[src/hw/rtl/assert_macros.svh]
// Assertion helper macros shared by the tour two-opt RTL.
// Depends on nothing; included by the modules that check their own logic.
`ifndef ASSERT_MACROS_SVH
`define ASSERT_MACROS_SVH

// Check a property on every rising clock edge outside reset.
`define ASSERT_CLK(lbl, clk, rstn, prop, msg) \
    lbl: assert property (@(posedge clk) disable iff (!rstn) prop) else $error(msg);

// Check that a condition never holds outside reset.
`define ASSERT_NEVER(lbl, clk, rstn, cond, msg) \
    `ASSERT_CLK(lbl, clk, rstn, !(cond), msg)

`endif

[src/hw/rtl/tto_pkg.sv]
// Shared types and constants of the tour two-opt block.
// Used by tto_dist and tour_two_opt_pass; depends on nothing.
`default_nettype none

package tto_pkg;

    localparam int DEF_MAX_NODES  = 1024;
    localparam int DEF_COORD_BITS = 16;

    // distance = floor(sqrt(d2 << DIST_SHIFT)), 8 fraction bits
    localparam int DIST_SHIFT = 16;

    localparam int IDX_W  = 10;
    localparam int CRD_W  = 16;
    localparam int NODE_W = 10;
    localparam int CNT_W  = 11;
    localparam int END_W  = 11;
    localparam int GAIN_W = 26;

    localparam logic [CNT_W-1:0] NODE_COUNT_RST = 11'd1024;

    // input tdata layout, lowest bit first
    localparam int IDX_LO    = 0;
    localparam int X_LO      = IDX_LO + IDX_W;
    localparam int Y_LO      = X_LO + CRD_W;
    localparam int NODE_LO   = Y_LO + CRD_W;
    localparam int FIRST_LO  = NODE_LO + NODE_W;
    localparam int END_LO    = FIRST_LO + IDX_W;
    localparam int IN_DATA_W = 80;

    // output tdata layout, lowest bit first
    localparam int OUT_GAIN_LO = 1;
    localparam int OUT_NODE_LO = OUT_GAIN_LO + GAIN_W;
    localparam int OUT_DATA_W  = 40;

    typedef enum logic [1:0] {
        KIND_POINT = 2'd0,
        KIND_TOUR  = 2'd1,
        KIND_PASS  = 2'd2,
        KIND_READ  = 2'd3
    } kind_t;

endpackage

`default_nettype wire

[src/hw/rtl/tto_dist.sv]
// Euclidean distance unit: abs difference, squares, then a bit-serial square root.
// Depends on tto_pkg and assert_macros.svh.
`default_nettype none

module tto_dist #(
    parameter int COORD_BITS = tto_pkg::DEF_COORD_BITS
) (
    input  logic                                          aclk,
    input  logic                                          aresetn,
    input  logic                                          start,
    input  logic [COORD_BITS-1:0]                         ax,
    input  logic [COORD_BITS-1:0]                         ay,
    input  logic [COORD_BITS-1:0]                         bx,
    input  logic [COORD_BITS-1:0]                         by,
    output logic                                          busy,
    output logic                                          done,
    output logic [COORD_BITS+tto_pkg::DIST_SHIFT/2:0]     dist_out
);
    import tto_pkg::*;

    `include "assert_macros.svh"

    localparam int DW   = COORD_BITS + DIST_SHIFT/2 + 1;
    localparam int RE   = 2 * DW;
    localparam int RMW  = DW + 2;
    localparam int CNTW = $clog2(DW + 1);

    logic [COORD_BITS-1:0] dx_reg, dy_reg;
    logic [RE-1:0]         rad_reg;
    logic [RMW-1:0]        rem_reg;
    logic [DW-1:0]         root_reg;
    logic [CNTW-1:0]       cnt_reg;
    logic                  sq_pend_reg, iter_reg, done_reg;

    logic [RMW+1:0] rem_sh, trial;
    logic           take;
    logic [2*COORD_BITS:0] sum_sq;

    assign sum_sq = (2*COORD_BITS+1)'(dx_reg * dx_reg) + (2*COORD_BITS+1)'(dy_reg * dy_reg);
    assign rem_sh = {rem_reg, rad_reg[RE-1:RE-2]};
    assign trial  = (RMW+2)'({root_reg, 2'b01});
    assign take   = (rem_sh >= trial);

    always_ff @(posedge aclk) begin
        if (!aresetn) begin
            sq_pend_reg <= 1'b0;
            iter_reg    <= 1'b0;
            done_reg    <= 1'b0;
        end else begin
            done_reg    <= 1'b0;
            sq_pend_reg <= start;
            if (sq_pend_reg) begin
                iter_reg <= 1'b1;
            end else if (iter_reg && cnt_reg == CNTW'(DW - 1)) begin
                iter_reg <= 1'b0;
                done_reg <= 1'b1;
            end
        end
    end

    always_ff @(posedge aclk) begin
        if (start) begin
            dx_reg <= (ax > bx) ? ax - bx : bx - ax;
            dy_reg <= (ay > by) ? ay - by : by - ay;
        end
        if (sq_pend_reg) begin
            rad_reg  <= RE'(sum_sq) << DIST_SHIFT;
            rem_reg  <= '0;
            root_reg <= '0;
            cnt_reg  <= '0;
        end else if (iter_reg) begin
            // one root bit per cycle, restoring form
            rem_reg  <= take ? RMW'(rem_sh - trial) : RMW'(rem_sh);
            root_reg <= {root_reg[DW-2:0], take};
            rad_reg  <= rad_reg << 2;
            cnt_reg  <= cnt_reg + CNTW'(1);
        end
    end

    assign busy     = sq_pend_reg | iter_reg;
    assign done     = done_reg;
    assign dist_out = root_reg;

    `ASSERT_CLK(a_start_sets_busy, aclk, aresetn, start |=> busy, "dist: start did not run")
    `ASSERT_NEVER(a_done_while_busy, aclk, aresetn, done && busy, "dist: done while busy")
    `ASSERT_NEVER(a_start_while_busy, aclk, aresetn, start && busy, "dist: restart while busy")

endmodule

`default_nettype wire

[config.mk]
export PLATFORM = sky130hd
export DESIGN_NAME = tto_dist
export DESIGN_NICKNAME = d
export VERILOG_FILES = /design/src/hw/rtl/tto_pkg.sv /design/src/hw/rtl/tto_dist.sv
export VERILOG_INCLUDE_DIRS = /design/src /design/src/hw/rtl
export SDC_FILE = /design/constraint.sdc
export NUM_CORES = 1
export LEC_CHECK = 0
export BUFFER_PORTS_ARGS = -buffer_cell sky130_fd_sc_hd__buf_4
export CAP_MARGIN = 20
export CORE_ASPECT_RATIO = 1.1
export CORE_MARGIN = 4
export CORE_UTILIZATION = 42
export DETAILED_ROUTE_END_ITERATION = 6
export PLACE_DENSITY_LB_ADDON = 0.15
export SLEW_MARGIN = 20
export SYNTH_ARGS = -nofsm -noshare
export SYNTH_HDL_FRONTEND = slang
export SYNTH_SLANG_ARGS = --single-unit
[constraint.sdc]
create_clock -name aclk -period 20.9 [get_ports aclk]
set_clock_uncertainty 0.05 [all_clocks]
set_input_delay 4.18 -clock aclk [delete_from_list [all_inputs] [get_ports aclk]]
set_output_delay 4.18 -clock aclk [all_outputs]
set_load 0.03 [all_outputs]
Word-level counts from Yosys, hierarchy flattened

Index checks and enable logic that the tools add are counted.
W data, S select, Z words.

Add/sub/neg operators: 7
Muxes and demuxes: 8
Magnitude comparators: 3
Reduce and logical (&&, ||, !) cells: 4
$mul: 2
Eq/ne operators: 1
Bitwise operators: 2

Operator list:

| operator              | number |
|---|---|
| $mux W49              | 2 |
| $mul A16 B16 Y32      | 2 |
| $sub A16 B16 Y16      | 4 |
| $add A32 B32 Y33      | 1 |
| $gt A16 B16 Y1        | 2 |
| $mux W16              | 2 |
| $ge A29 B27 Y1        | 1 |
| $mux W27              | 1 |
| $sub A27 B27 Y27      | 1 |
| $add A5 B1 Y5 const B | 1 |
| $eq A5 B5 Y1 const B  | 1 |
| $reduce_bool A2 Y1    | 2 |
| $mux W1               | 3 |
| $reduce_or A2 Y1      | 1 |
| $logic_and A1 B1 Y1   | 1 |
| $not A1 Y1            | 1 |
| $or A1 B1 Y1          | 1 |

Flip-flop bits (word level): 126
Input bits: 67

Longest topological paths before layout

Depth after elaboration: 4
Gate-level depth with buffers: 26
Mapped depth without buffers: 24

Least setup slack after synthesis

No wires, ideal clock.

Path kind: reg2reg
From: register dx_reg[4]
To: register rad_reg[42] (data pin)
Data arrival time: 6.796 ns
Period minus slack after synthesis: 7.111 ns
Stages on the path, launching flop included: 23
Slack: 13.789 ns
Buffers on the path: 1
Cell sequence: edfxtp_1 > clkbuf_1 > nand2_1 > fa_1 > inv_1 > fa_1 > inv_1 > fa_1 > fa_1 > fa_1 > inv_1 > fa_1 > fa_1 > fa_1 > ha_1 > a2111oi_0 > a211oi_1 > o211ai_1 > a21o_1 > a21oi_1 > o21ai_1 > a2111oi_0 > or3b_1

Cells in the longest elaborated chain, start to end: 3

RTL lines:

| element                | RTL line       | source |
|---|---|---|
| start, declared        | tto_dist.sv:28 | `logic [COORD_BITS-1:0] dx_reg, dy_reg;` |
| start signal, assigned | tto_dist.sv:63 | `dx_reg <= (ax > bx) ? ax - bx : bx - ax;` |
| $mul A16 B16 Y32       | tto_dist.sv:39 | `assign sum_sq = (2*COORD_BITS+1)'(dx_reg * dx_reg) + (2*COORD_BITS+1)'(dy_reg * dy_reg);` |
| $add A32 B32 Y33       | tto_dist.sv:39 |  |
| $mux W49               | tto_dist.sv:66 | `if (sq_pend_reg) begin` |
| end signal, assigned   | tto_dist.sv:67 | `rad_reg <= RE'(sum_sq) << DIST_SHIFT;` |
| end signal, assigned   | tto_dist.sv:75 | `rad_reg <= rad_reg << 2;` |
| end, declared          | tto_dist.sv:29 | `logic [RE-1:0] rad_reg;` |

No other way between the ends.
A chain may end at the register's enable or synchronous reset.

Final worst setup path

From: register dx_reg[4]
To: register rad_reg[45] (data pin)

The elaborated chain is that of the path after synthesis.

==> summary.txt <==
Initial antenna violation count -> 0
Clk sinks -> 126
Critical Path AT -> 8060 ps
Final instance area -> 26400 um2
Max Cap Viol -> 0
HP Class -> reg2reg
Dominant synthesized flop cell -> edfxtp_1
Clk root buf -> clkbuf_16
GRT overflow -> 0
Post-CTS Hold Fix Bufs -> 0
Final min period -> 7930 ps
HP Start -> rem_reg[25]$_SDFFE_PP0P_
Rel. slew slack -> 35.0%
Die Area -> 61900 um2
Status -> finished, final reports clean
DR pass1 iterations -> 7
Unique cell type count in the Yosys netlist -> 83
Net Count, Synth -> 3403
Final Util -> 46.0%
Layout area overhead -> 8.26%
Sequential-to-total area share from yosys stat -> 13.0%
Total track usage -> 19.5%
Post-CTS resize count -> 0
Crit start category -> flop
Ys async rst share -> 0%
Total Routed Length -> 57700 um
Ports -> 94
Core ar. -> 57300 um2
Initial Util -> 42.5%
Vias in the first global route -> 19300
Final cycle utilization of the critical path -> 37.9%
#FFs+latches synth -> 126
Setup CP Type -> reg2reg
Largest net degree at the start of global routing -> 78
Worst flop-to-flop path startpoint -> dx_reg[4]$_DFFE_PP_
Reg clk slew, reported paths -> 70 ps
Fmax -> 126 MHz
Share of cells above drive strength 1 -> 6.66%
DR vias/cell -> 5.14
Max reg flops -> 34
Sequential Area -> 3180 um2
Req. time, crit path -> 21040 ps
DRC errors left -> 0
Post-synthesis cell count -> 2656
Number of DRC violations after detailed-routing iteration 0 -> 906
# nets final -> 3436
Fill cell count -> 5734
Drt wl/cell -> 16.7 um
Depth of the CTS H-tree -> 4
Hold slack -> 400 ps
Die width -> 238 um
Worst Setup SP -> dx_reg[4]$_DFFE_PP_
Worst-Margin Slew -> 962 ps
Avg Cell Area, Syn -> 9.17 um2
Cell area after synthesis -> 24400 um2
IO Port Bufs -> 93
Max FO, Critical Path -> 17
Final setup viols -> 0
Vias after detailed routing -> 17800
CTS tree -> done
# rows -> 92
Clk buf depth -> 2
Setup TNS Final -> 0 ps
Crit. End Element -> flop
First-pass GRT wire length -> 97200 um
Final RePlAce weighted congestion -> 0.869
Fin. Hold Viols -> 0
Yosys Warn Count -> 0
Number of setup buffers added after CTS -> 0
Clock Latency Late Sink -> 470 ps
Footprint of the multi-input gates -> 18600 um2
ANT cells -> 0
Chip Height -> 261 um
Max-slew violation count -> 0
Cell Area, Placed -> 25700 um2
Post-synth EDFFs -> 65
Final HPWL DP -> 48400 um
RSZ-0062 raised after global routing -> no
CTS Buf Count -> 17
ANT nets after route -> 0
-- synth_stat cells (all sizes together) (13+ instances only) --
cell / instances / area share [%]
nor3: 22 / 0.45
edfxtp: 65 / 8.0
xor2: 26 / 0.93
nand2: 191 / 2.9
buf: 17 / 0.39
mux2: 19 / 0.89
o211ai: 13 / 0.40
xnor2: 62 / 2.2
ha: 293 / 15
nand4: 17 / 0.49
clkbuf: 70 / 1.1
fa: 387 / 32
a211oi: 27 / 0.83
o21ai: 77 / 1.6
and3: 14 / 0.36
a21oi: 99 / 2.0
dfxtp: 61 / 5.0
a21o: 53 / 1.6
inv: 606 / 9.3
and2: 134 / 3.4
nand3: 25 / 0.51
nor2: 126 / 2.0
mux2i: 59 / 2.4
o31ai: 15 / 0.48
nor2b: 19 / 0.49
-- final cells by class --
class                      count  area share [%]
multi-input combinational   1837            70.4
sequential                   126            12.0
inverter                     606            8.63
tap                          752            3.57
timing repair buffer         101            2.90
clock buffer                  21            1.95
clock inverter                11           0.517
-- path summary, 6_finish.rpt --
kind | end | slack (ps) | cells after the start
worst max-delay path | rad_reg[45]$_DFFE_PP_ | 12970 | 19
worst min-delay path | rem_reg[25]$_SDFFE_PP0P_ | 400 | 2
worst max register to register | rad_reg[45]$_DFFE_PP_ | 12970 | 19
worst min register to register | rem_reg[25]$_SDFFE_PP0P_ | 400 | 2
-- cells in the final DEF, fill, tap and decap left out, drive strengths merged, types with 53 or more instances in the layout --
master / n
inv: 612
fa: 387
ha: 293
nand2: 191
and2: 134
nor2: 126
buf: 101
a21oi: 99
o21ai: 77
edfxtp: 65
xnor2: 62
dfxtp: 61
mux2i: 59
a21o: 53
-- through the flow --
step	cells	worst slack, ps
global placement	3421	13050
floorplan	2656	13790
CTS	3453	12950
detailed placement	3421	12960
finish	3454	12970
global route	3454	12630
-- worst max-delay path, stage by stage (launching register included) --
cell       delay [ps]
edfxtp_1          820
and2_1            300
fa_1              480
fa_1              590
inv_1              70
fa_1              440
fa_1              540
inv_1              50
fa_1              560
fa_1              430
fa_1              510
fa_1              420
ha_1              400
o21a_1            210
nor2_1            200
o31ai_1           180
a221oi_1          370
nand2_1           200
a2111oi_0         640
o211ai_1          180
-- kinds of logic after synthesis --
family / synth area share [%]
compound gates: 10.8
xor+xnor: 3.16
fa+ha+maj: 46.9
buf+inv: 10.8
flops: 13.0
mux: 3.32
simple gates: 12.0
-- metal layers --
layer / vias up / wire [um] / global-route usage, %
met5: - / 0 / 0
met3: 63 / 1410 / 2.10
met1: 8931 / 23500 / 23.3
met2: 246 / 31500 / 37.1
met4: 0 / 1240 / 5.26
li1: 8526 / - / -
Power is not shown: default switching activity piles up to over one toggle a cycle in this logic, so the estimate is an artifact.
